==> config.mk <==
export PLATFORM = sky130hd
export DESIGN_NAME = pwm_duty_frequency_capture_flat
export DESIGN_NICKNAME = d
export VERILOG_FILES = /design/src/hdl/pdfc_pkg.sv /design/src/hdl/pdfc_stream_if.sv /design/src/hdl/pwm_duty_frequency_capture.sv /design/src/hdl/pdfc_front.sv /design/src/hdl/pdfc_queue.sv /design/src/hdl/pdfc_back.sv /design/src/flat_wrapper.sv
export SDC_FILE = /design/constraint.sdc
export NUM_CORES = 1
export LEC_CHECK = 0
export BUFFER_PORTS_ARGS = -buffer_cell sky130_fd_sc_hd__buf_2
export CORE_UTILIZATION = 55
export DETAILED_ROUTE_END_ITERATION = 8
export PLACE_DENSITY = 0.82
export SLEW_MARGIN = 20
export SYNTH_ARGS = -nofsm -noshare
export SYNTH_HDL_FRONTEND = slang
export SYNTH_SLANG_ARGS = --single-unit
==> constraint.sdc <==
create_clock -name clk -period 5.9 [get_ports clk]
set_input_delay 1.475 -clock clk [delete_from_list [all_inputs] [get_ports clk]]
set_output_delay 1.475 -clock clk [all_outputs]
set_load 0.005 [all_outputs]
==> src/hdl/pdfc_pkg.sv <==
`default_nettype none

package pdfc_pkg;

	localparam int DUTY_W = 7;
	localparam int RATE_W = 27;
	localparam int FIELD_W = 16;
	localparam int DUTY_SCALE = 100;
	localparam int QUEUE_DEPTH = 4;
	localparam int ADDR_W = 3;
	localparam int DATA_W = 32;

	localparam logic [RATE_W-1:0] RATE_RESET = 27'd8000000;

	// register index taken from paddr above the byte offset
	localparam logic [ADDR_W-3:0] REG_TICK_RATE = 1'b0;

	typedef logic [FIELD_W-1:0] field_t;
	typedef logic [RATE_W-1:0] rate_t;

	typedef struct packed {
		logic signal_level;
	} in_word_t;

	typedef struct packed {
		logic [DUTY_W-1:0] duty_percent;
		logic [RATE_W-1:0] frequency_hz;
		logic [FIELD_W-1:0] high_ticks;
		logic [FIELD_W-1:0] period_ticks;
		logic period_zero;
	} out_word_t;

	typedef enum logic [2:0] {
		PH_RISE1 = 3'b001,
		PH_FALL = 3'b010,
		PH_RISE2 = 3'b100
	} phase_t;

	typedef enum logic [4:0] {
		B_IDLE = 5'b00001,
		B_MUL = 5'b00010,
		B_DUTY = 5'b00100,
		B_FREQ = 5'b01000,
		B_OUT = 5'b10000
	} back_state_t;

endpackage

`default_nettype wire

==> src/hdl/pdfc_stream_if.sv <==
`default_nettype none

interface pdfc_stream_if #(parameter type T = logic) ();
	logic valid;
	logic ready;
	T data;

	modport source(output valid, output data, input ready);
	modport sink(input valid, input data, output ready);
endinterface

`default_nettype wire

==> src/hdl/pwm_duty_frequency_capture.sv <==
// result path: the closing rising edge pushes a measurement into the queue; the back end
// pops it, runs the bit-serial duty and frequency dividers (skipping the duty divider for a
// saturated duty and both for a zero period) and offers the result word; queued measurements wait their turn
// throughput: one sample word per cycle while the measurement queue has room; the back end
// works on one measurement at a time
// reset: arst_n clears counter, edge state, queue and back end; tick rate returns to 8000000
`default_nettype none

module pwm_duty_frequency_capture #(
	parameter int COUNTER_WIDTH = 16
) (
	input logic clk,
	input logic arst_n,
	pdfc_stream_if.sink sample,
	pdfc_stream_if.source result,
	input logic psel,
	input logic penable,
	input logic pwrite,
	input logic [pdfc_pkg::ADDR_W-1:0] paddr,
	input logic [pdfc_pkg::DATA_W-1:0] pwdata,
	output logic [pdfc_pkg::DATA_W-1:0] prdata,
	output logic pready
);

	pdfc_pkg::rate_t tick_rate_q;
	logic reg_sel;

	logic q_full;
	logic q_not_empty;
	logic push;
	logic pop;
	logic [COUNTER_WIDTH-1:0] push_high;
	logic [COUNTER_WIDTH-1:0] push_period;
	logic [COUNTER_WIDTH-1:0] pop_high;
	logic [COUNTER_WIDTH-1:0] pop_period;

	assign pready = 1'b1;
	assign reg_sel = (paddr[pdfc_pkg::ADDR_W-1:2] == pdfc_pkg::REG_TICK_RATE);
	assign prdata = reg_sel ? pdfc_pkg::DATA_W'(tick_rate_q) : '0;

	always_ff @(posedge clk or negedge arst_n) begin
		if (!arst_n) begin
			tick_rate_q <= pdfc_pkg::RATE_RESET;
		end else if (psel && penable && pwrite && pready && reg_sel) begin
			tick_rate_q <= pwdata[pdfc_pkg::RATE_W-1:0];
		end
	end

	pdfc_front #(
		.CW(COUNTER_WIDTH)
	) u_front (
		.clk(clk),
		.arst_n(arst_n),
		.sample(sample),
		.q_full(q_full),
		.push(push),
		.push_high(push_high),
		.push_period(push_period)
	);

	pdfc_queue #(
		.CW(COUNTER_WIDTH)
	) u_queue (
		.clk(clk),
		.arst_n(arst_n),
		.push(push),
		.push_high(push_high),
		.push_period(push_period),
		.full(q_full),
		.not_empty(q_not_empty),
		.pop(pop),
		.pop_high(pop_high),
		.pop_period(pop_period)
	);

	pdfc_back #(
		.CW(COUNTER_WIDTH)
	) u_back (
		.clk(clk),
		.arst_n(arst_n),
		.q_valid(q_not_empty),
		.q_high(pop_high),
		.q_period(pop_period),
		.pop(pop),
		.tick_rate(tick_rate_q),
		.result(result)
	);

endmodule

`default_nettype wire

==> src/hdl/pdfc_front.sv <==
`default_nettype none

module pdfc_front #(
	parameter int CW = 16
) (
	input logic clk,
	input logic arst_n,
	pdfc_stream_if.sink sample,
	input logic q_full,
	output logic push,
	output logic [CW-1:0] push_high,
	output logic [CW-1:0] push_period
);

	logic [CW-1:0] tick_q;
	logic [CW-1:0] first_q;
	logic [CW-1:0] fall_q;
	logic level_q;
	pdfc_pkg::phase_t phase_q;
	pdfc_pkg::phase_t phase_d;
	logic take;
	logic rise;
	logic fall;
	logic cap_first;
	logic cap_fall;

	assign sample.ready = !q_full;
	assign take = sample.valid && sample.ready;
	assign rise = sample.data.signal_level && !level_q;
	assign fall = !sample.data.signal_level && level_q;

	always_comb begin
		phase_d = phase_q;
		push = 1'b0;
		cap_first = 1'b0;
		cap_fall = 1'b0;
		unique case (phase_q)
			pdfc_pkg::PH_FALL: begin
				if (take && fall) begin
					cap_fall = 1'b1;
					phase_d = pdfc_pkg::PH_RISE2;
				end
			end
			pdfc_pkg::PH_RISE2: begin
				// closing edge only rearms, it does not open the next window
				if (take && rise) begin
					push = 1'b1;
					phase_d = pdfc_pkg::PH_RISE1;
				end
			end
			default: begin
				if (take && rise) begin
					cap_first = 1'b1;
					phase_d = pdfc_pkg::PH_FALL;
				end
			end
		endcase
	end

	always_ff @(posedge clk or negedge arst_n) begin
		if (!arst_n) begin
			tick_q <= '0;
			level_q <= 1'b0;
			phase_q <= pdfc_pkg::PH_RISE1;
			first_q <= '0;
			fall_q <= '0;
		end else if (take) begin
			tick_q <= tick_q + 1'b1;
			level_q <= sample.data.signal_level;
			phase_q <= phase_d;
			if (cap_first) begin
				first_q <= tick_q;
			end
			if (cap_fall) begin
				fall_q <= tick_q;
			end
		end
	end

	assign push_high = fall_q - first_q;
	assign push_period = tick_q - first_q;

endmodule

`default_nettype wire

==> src/hdl/pdfc_queue.sv <==
`default_nettype none

module pdfc_queue #(
	parameter int CW = 16
) (
	input logic clk,
	input logic arst_n,
	input logic push,
	input logic [CW-1:0] push_high,
	input logic [CW-1:0] push_period,
	output logic full,
	output logic not_empty,
	input logic pop,
	output logic [CW-1:0] pop_high,
	output logic [CW-1:0] pop_period
);

	localparam int PW = $clog2(pdfc_pkg::QUEUE_DEPTH);
	localparam int NW = $clog2(pdfc_pkg::QUEUE_DEPTH + 1);

	logic [CW-1:0] high_mem_q [pdfc_pkg::QUEUE_DEPTH];
	logic [CW-1:0] period_mem_q [pdfc_pkg::QUEUE_DEPTH];
	logic [PW-1:0] wr_ptr_q;
	logic [PW-1:0] rd_ptr_q;
	logic [NW-1:0] count_q;

	assign full = (count_q == NW'(pdfc_pkg::QUEUE_DEPTH));
	assign not_empty = (count_q != '0);
	assign pop_high = high_mem_q[rd_ptr_q];
	assign pop_period = period_mem_q[rd_ptr_q];

	always_ff @(posedge clk or negedge arst_n) begin
		if (!arst_n) begin
			wr_ptr_q <= '0;
			rd_ptr_q <= '0;
			count_q <= '0;
		end else begin
			if (push) begin
				wr_ptr_q <= wr_ptr_q + 1'b1;
			end
			if (pop) begin
				rd_ptr_q <= rd_ptr_q + 1'b1;
			end
			if (push && !pop) begin
				count_q <= count_q + 1'b1;
			end else if (pop && !push) begin
				count_q <= count_q - 1'b1;
			end
		end
	end

	always_ff @(posedge clk) begin
		if (push) begin
			high_mem_q[wr_ptr_q] <= push_high;
			period_mem_q[wr_ptr_q] <= push_period;
		end
	end

endmodule

`default_nettype wire

==> src/hdl/pdfc_back.sv <==
`default_nettype none

module pdfc_back #(
	parameter int CW = 16
) (
	input logic clk,
	input logic arst_n,
	input logic q_valid,
	input logic [CW-1:0] q_high,
	input logic [CW-1:0] q_period,
	output logic pop,
	input pdfc_pkg::rate_t tick_rate,
	pdfc_stream_if.source result
);

	// duty numerator width: high * 100 fits in CW + 7 bits
	localparam int PW = CW + pdfc_pkg::DUTY_W;
	localparam int DW = (PW > pdfc_pkg::RATE_W) ? PW : pdfc_pkg::RATE_W;
	localparam int KW = $clog2(DW + 1);

	pdfc_pkg::back_state_t state_q;
	logic [KW-1:0] cnt_q;
	logic [CW-1:0] high_q;
	logic [CW-1:0] period_q;
	logic [DW-1:0] dvd_q;
	logic [CW-1:0] rem_q;
	logic [pdfc_pkg::RATE_W-1:0] quo_q;
	logic [pdfc_pkg::DUTY_W-1:0] duty_q;
	logic [pdfc_pkg::RATE_W-1:0] freq_q;
	logic pzero_q;

	logic [PW-1:0] prod;
	logic [DW-1:0] dvd_duty;
	logic [DW-1:0] dvd_rate;
	logic [CW:0] rem_sh;
	logic [CW:0] rem_sub;
	logic ge;
	logic [CW-1:0] rem_n;
	logic [pdfc_pkg::RATE_W-1:0] quo_n;
	logic last;

	assign prod = {{pdfc_pkg::DUTY_W{1'b0}}, high_q} * PW'(pdfc_pkg::DUTY_SCALE);
	assign dvd_duty = DW'(prod) << (DW - PW);
	assign dvd_rate = DW'(tick_rate) << (DW - pdfc_pkg::RATE_W);

	// one restoring long-division step per cycle
	assign rem_sh = {rem_q, dvd_q[DW-1]};
	assign rem_sub = rem_sh - {1'b0, period_q};
	assign ge = (rem_sh >= {1'b0, period_q});
	assign rem_n = ge ? rem_sub[CW-1:0] : rem_sh[CW-1:0];
	assign quo_n = {quo_q[pdfc_pkg::RATE_W-2:0], ge};
	assign last = (cnt_q == KW'(1));

	assign pop = (state_q == pdfc_pkg::B_IDLE) && q_valid;

	always_ff @(posedge clk or negedge arst_n) begin
		if (!arst_n) begin
			state_q <= pdfc_pkg::B_IDLE;
			cnt_q <= '0;
		end else begin
			unique case (state_q)
				pdfc_pkg::B_IDLE: begin
					if (q_valid) begin
						state_q <= pdfc_pkg::B_MUL;
					end
				end
				pdfc_pkg::B_MUL: begin
					if (period_q == '0) begin
						state_q <= pdfc_pkg::B_OUT;
					end else if (high_q >= period_q) begin
						cnt_q <= KW'(pdfc_pkg::RATE_W);
						state_q <= pdfc_pkg::B_FREQ;
					end else begin
						cnt_q <= KW'(PW);
						state_q <= pdfc_pkg::B_DUTY;
					end
				end
				pdfc_pkg::B_DUTY: begin
					if (last) begin
						cnt_q <= KW'(pdfc_pkg::RATE_W);
						state_q <= pdfc_pkg::B_FREQ;
					end else begin
						cnt_q <= cnt_q - 1'b1;
					end
				end
				pdfc_pkg::B_FREQ: begin
					if (last) begin
						state_q <= pdfc_pkg::B_OUT;
					end else begin
						cnt_q <= cnt_q - 1'b1;
					end
				end
				pdfc_pkg::B_OUT: begin
					if (result.ready) begin
						state_q <= pdfc_pkg::B_IDLE;
					end
				end
				default: begin
					state_q <= pdfc_pkg::B_IDLE;
				end
			endcase
		end
	end

	always_ff @(posedge clk) begin
		unique case (state_q)
			pdfc_pkg::B_IDLE: begin
				if (q_valid) begin
					high_q <= q_high;
					period_q <= q_period;
				end
			end
			pdfc_pkg::B_MUL: begin
				rem_q <= '0;
				quo_q <= '0;
				if (period_q == '0) begin
					pzero_q <= 1'b1;
					duty_q <= '0;
					freq_q <= '0;
				end else if (high_q >= period_q) begin
					// quotient would reach 100 or more
					pzero_q <= 1'b0;
					duty_q <= pdfc_pkg::DUTY_W'(pdfc_pkg::DUTY_SCALE);
					dvd_q <= dvd_rate;
				end else begin
					pzero_q <= 1'b0;
					dvd_q <= dvd_duty;
				end
			end
			pdfc_pkg::B_DUTY: begin
				if (last) begin
					duty_q <= quo_n[pdfc_pkg::DUTY_W-1:0];
					rem_q <= '0;
					quo_q <= '0;
					dvd_q <= dvd_rate;
				end else begin
					rem_q <= rem_n;
					quo_q <= quo_n;
					dvd_q <= dvd_q << 1;
				end
			end
			pdfc_pkg::B_FREQ: begin
				rem_q <= rem_n;
				quo_q <= quo_n;
				dvd_q <= dvd_q << 1;
				if (last) begin
					freq_q <= quo_n;
				end
			end
			default: begin
			end
		endcase
	end

	assign result.valid = (state_q == pdfc_pkg::B_OUT);
	assign result.data.duty_percent = duty_q;
	assign result.data.frequency_hz = freq_q;
	assign result.data.high_ticks = pdfc_pkg::field_t'(high_q);
	assign result.data.period_ticks = pdfc_pkg::field_t'(period_q);
	assign result.data.period_zero = pzero_q;

endmodule

`default_nettype wire

==> src/flat_wrapper.sv <==
// flat-port wrapper written by rule: the top's interface ports become plain ports
module pwm_duty_frequency_capture_flat 
#(
	parameter int COUNTER_WIDTH = 16
)
  (clk, arst_n, psel, penable, pwrite, paddr, pwdata, prdata, pready, sample_valid, sample_data, sample_ready, result_valid, result_data, result_ready);
  pdfc_stream_if #(.T(pdfc_pkg::in_word_t)) sample_i ();
  pdfc_stream_if #(.T(pdfc_pkg::out_word_t)) result_i ();
  input logic clk;
  input logic arst_n;
  input logic psel;
  input logic penable;
  input logic pwrite;
  input logic [pdfc_pkg::ADDR_W-1:0] paddr;
  input logic [pdfc_pkg::DATA_W-1:0] pwdata;
  output logic [pdfc_pkg::DATA_W-1:0] prdata;
  output logic pready;
  input wire logic [$bits(sample_i.valid)-1:0] sample_valid;
  input wire logic [$bits(sample_i.data)-1:0] sample_data;
  output wire logic [$bits(sample_i.ready)-1:0] sample_ready;
  output wire logic [$bits(result_i.valid)-1:0] result_valid;
  output wire logic [$bits(result_i.data)-1:0] result_data;
  input wire logic [$bits(result_i.ready)-1:0] result_ready;
  assign sample_i.valid = sample_valid;
  assign sample_i.data = sample_data;
  assign sample_ready = sample_i.ready;
  assign result_valid = result_i.valid;
  assign result_data = result_i.data;
  assign result_i.ready = result_ready;
  pwm_duty_frequency_capture #(.COUNTER_WIDTH(COUNTER_WIDTH)) u_core (.clk(clk), .arst_n(arst_n), .sample(sample_i), .result(result_i), .psel(psel), .penable(penable), .pwrite(pwrite), .paddr(paddr), .pwdata(pwdata), .prdata(prdata), .pready(pready));
endmodule
==> summary.txt <==
Routing
  – Routed WL: 35.2 mm
  – WL/cell: 17.8 um
  – Vias: 11,100
  – Initial DRC Count: 678
  – Final ANT Viol Nets: 0
  – DRC: 0
  – Pre-Repair DR Iteration Count: 5
  – Vias/cell: 5.60

Global route
  – Met1 usage: 26.5%
  – Initial antenna violation count: 0
  – M2 GR Usage: 38.7%
  – Met3 global-route usage: 3.28%
  – All-layer global routing usage: 21.5%
  – Vias in the first global route: 11,200
  – GRT busiest layer: met2
  – Gr ovfl total: 0
  – First-pass GRT wire length: 57.2 mm
  – Largest net degree at the start of global routing: 62

Critical path
  – CP Capture Type: flip-flop
  – R2R setup slack: 1.55 ns
  – Arr. time, crit path: 4.61 ns
  – CP most frequent cell: ha_1
  – R2R Path End: u_core.u_back.dvd_q[26]
  – Number of buffer and inverter stages on the critical path: 0
  – Worst-path fanout max: 5
  – Critical Path Stages: 12
  – Cells on worst reg2reg path: 12
  – CP endpoint: u_core.u_back.dvd_q[26]
  – Start of the worst register-to-register path: u_core.u_back.high_q[2]
  – Cells along the critical path: ha_1 -> ha_1 -> fa_1 -> ha_1 -> a211oi_1 -> nor2_4 -> o221a_4 -> o41a_1 -> or4_1 -> o2111ai_2 -> mux2i_1 -> o221ai_2
  – Worst path required time: 6.16 ns
  – CP max-delay cell: edfxtp_1
  – Slowest Stage Delay on Critical Path: 0.52 ns
  – Crit path launch type: flip-flop
  – Path type of the worst setup path: reg2reg
  – Largest delay share family, worst path: adder cells
  – Crit path from: u_core.u_back.high_q[2]

Logic synthesis
  – Cell taking the most area after synthesis: edfxtp_1
  – Post-synth EDFFs: 264
  – Mapped Cells: 1,369
  – Async S/R FF share, synth: 26.7%
  – Top cells by area, synth: edfxtp_1, dfrtp_1, ha_1
  – Post-Syn Area: 0.0181 mm^2
  – YS warnings: 0
  – Syn_area_per_cell: 13.2 um^2
  – Post-synthesis sequential area ratio: 57.2%
  – Seq cells post-synth: 360
  – Synth top area share: 43.9%
  – Top_reg_cell synth: edfxtp_1
  – Distinct cell type count after synthesis: 78

Floorplan
  – Starting Density: 55.7%
  – Die Height: 183 um
  – Die Width: 183 um
  – DIE AREA: 0.0336 mm^2
  – Core ar.: 0.0325 mm^2
  – IO Pins: 145
  – Placement Rows: 66

CTS
  – Clock Tree Root: clkbuf_16
  – Num CTS Buffers: 38
  – Clock Latency Late Sink: 0.53 ns
  – Bufs on Longest Clock Path: 3
  – Clock tree sinks: 360
  – # hold bufs at CTS: 0
  – Setup bufs post-CTS: 0
  – TritonCTS clock tree: done
  – Clk pin slew, worst setup/hold paths: 0.06 ns
  – H-tree depth: 2
  – Cts repair resizes: 0

Place
  – Dpl hpwl: 24.8 mm
  – Port bufs: 131
  – Placement Setup Slack: 1.57 ns
  – GPL Wtd Cong: 0.906
  – Post-Place Cells: 1,915

STA
  – Hold Slack: 0.502 ns
  – Fin. Hold Viols: 0
  – Max Fclk: 230 MHz
  – Period utilisation layout: 73.8%
  – Slew Limit Fails: 0
  – Skew final: 0.0174 ns
  – Fin worst setup slack: 1.55 ns
  – Setup Viol. Count Final: 0
  – Period minus WS final: 4.35 ns
  – Pin slew with the least headroom to its limit: 1.06 ns
  – RSZ-0062 raised after global routing: no
  – Headroom to the max-slew limit: 28.8%
  – Setup_tns: 0 ns

Layout
  – Fraction of layout cells with a size suffix above 1: 21.1%
  – Diodes inserted: 0
  – Post-Layout Cell Count: 1,982
  – Area Overhead vs Synth: 13.3%
  – Nets: 1,693

Flow run
  – Max-capacitance violation count: 0

Hold path
  – Hold Path Class: reg2reg

Outcome
  – Outcome: completed
==> how the worst min path moves through the flow <==
stage / start / end / slack (ns) / cells after the start
floorplan: u_core.u_front.fall_q[0] / u_core.u_front.fall_q[0] / 0.45 / 2
global placement: u_core.u_front.fall_q[0] / u_core.u_front.fall_q[0] / 0.47 / 2
detailed placement: u_core.u_front.first_q[11] / u_core.u_front.first_q[11] / 0.49 / 1
CTS: u_core.u_front.first_q[11] / u_core.u_front.first_q[11] / 0.51 / 1
global route: u_core.u_front.first_q[9] / u_core.u_front.first_q[9] / 0.52 / 1
finish: u_core.u_front.first_q[9] / u_core.u_front.first_q[9] / 0.50 / 1
==> kinds of logic (layout without fill, tap and decap cells) <==
| kind of cell | count (synthesis) | after routing | share of synthesized area [%] |
|---|---|---|---|
| mux | 102 | 102 | 8.27 |
| flops | 360 | 360 | 57.2 |
| compound gates | 203 | 203 | 7.69 |
| simple gates | 328 | 328 | 9.58 |
| other cells | 2 | 6 | 0.0416 |
| fa+ha+maj | 137 | 137 | 10.1 |
| buf+inv | 168 | 335 | 3.75 |
| xor+xnor | 69 | 69 | 3.34 |
==> cells in the final DEF (no fill, tap or decap), types with 14 or more instances in the layout <==
| cell type | netlist | layout |
|---|---|---|
| buf_2 | 1 | 130 |
| edfxtp_1 | 264 | 264 |
| a21oi_1 | 33 | 33 |
| clkbuf_16 | 0 | 39 |
| xnor2_1 | 51 | 51 |
| dfrtp_1 | 87 | 85 |
| mux4_2 | 32 | 32 |
| mux2_2 | 58 | 58 |
| o21ai_0 | 47 | 46 |
| fa_1 | 15 | 15 |
| xor2_1 | 18 | 18 |
| and2_1 | 64 | 64 |
| nor3_1 | 23 | 23 |
| buf_4 | 7 | 14 |
| a22oi_1 | 16 | 16 |
| o21a_1 | 15 | 15 |
| nor2_1 | 76 | 75 |
| inv_1 | 124 | 124 |
| ha_1 | 122 | 122 |
| nor2b_1 | 33 | 33 |
| nand3_1 | 19 | 19 |
| nand2_1 | 56 | 54 |
==> synthesized netlist by cell type, types with 10 or more instances <==
library cell / number
nand4_1: 10
mux4_2: 32
nor3_1: 23
fa_1: 15
nand3_1: 19
nor2b_1: 33
a22oi_1: 16
a21o_1: 12
a211oi_1: 11
mux2_2: 58
nor2_1: 76
and2_1: 64
edfxtp_1: 264
dfrtp_1: 87
xnor2_1: 51
clkbuf_1: 28
ha_1: 122
o21a_1: 15
nand2_1: 56
a21oi_1: 33
o21ai_0: 47
mux2i_1: 12
xor2_1: 18
inv_1: 124
==> stage by stage <==
stage          instance area (um^2)  util (%)
6_report                      20500      63.1
5_1_grt                       20500      63.1
4_1_cts                       20500      63.1
3_5_place_dp                  19200      59.2
3_3_place_gp                  19200      59.2
2_1_floorplan                 18100         -
==> cell type report <==
type / count / area [um^2]
clock buffers: 46 / 1010
clock inverters: 21 / 238
fillers: 2340 / 12000
inverters: 124 / 465
multi-input cells: 845 / 7110
flip-flops and latches: 360 / 10300
well taps: 442 / 553
repair buffers: 144 / 756
==> per-layer routing <==
metal / part of all wire (%) / routed length [um]
met5: 0 / 0
met4: 2.5 / 891
met3: 4.8 / 1690
met2: 51 / 18000
met1: 42 / 14600
==> sequential cells by signal, indices dropped and copies added, names as in the netlist, 7 cells and up <==
register,count
u_core.u_back.rem_q,16
u_core.u_back.quo_q,26
u_core.u_back.duty_q,7
u_core.u_queue.period_mem_q,64
u_core.u_queue.high_mem_q,64
u_core.u_front.tick_q,16
u_core.u_front.fall_q,16
u_core.u_back.high_q,16
u_core.u_back.period_q,16
u_core.u_back.freq_q,27
u_core.tick_rate_q,27
u_core.u_front.first_q,16
u_core.u_back.dvd_q,27
==> worst register-to-register path: stages (launching register included) <==
cell	delay, ns
edfxtp_1	0.52
ha_1	0.36
ha_1	0.32
fa_1	0.46
ha_1	0.37
a211oi_1	0.40
nor2_4	0.10
o221a_4	0.26
o41a_1	0.41
or4_1	0.43
o2111ai_2	0.12
mux2i_1	0.24
o221ai_2	0.10
Power is not shown: default switching activity piles up to over one toggle a cycle in this logic, so the estimate is an artifact.
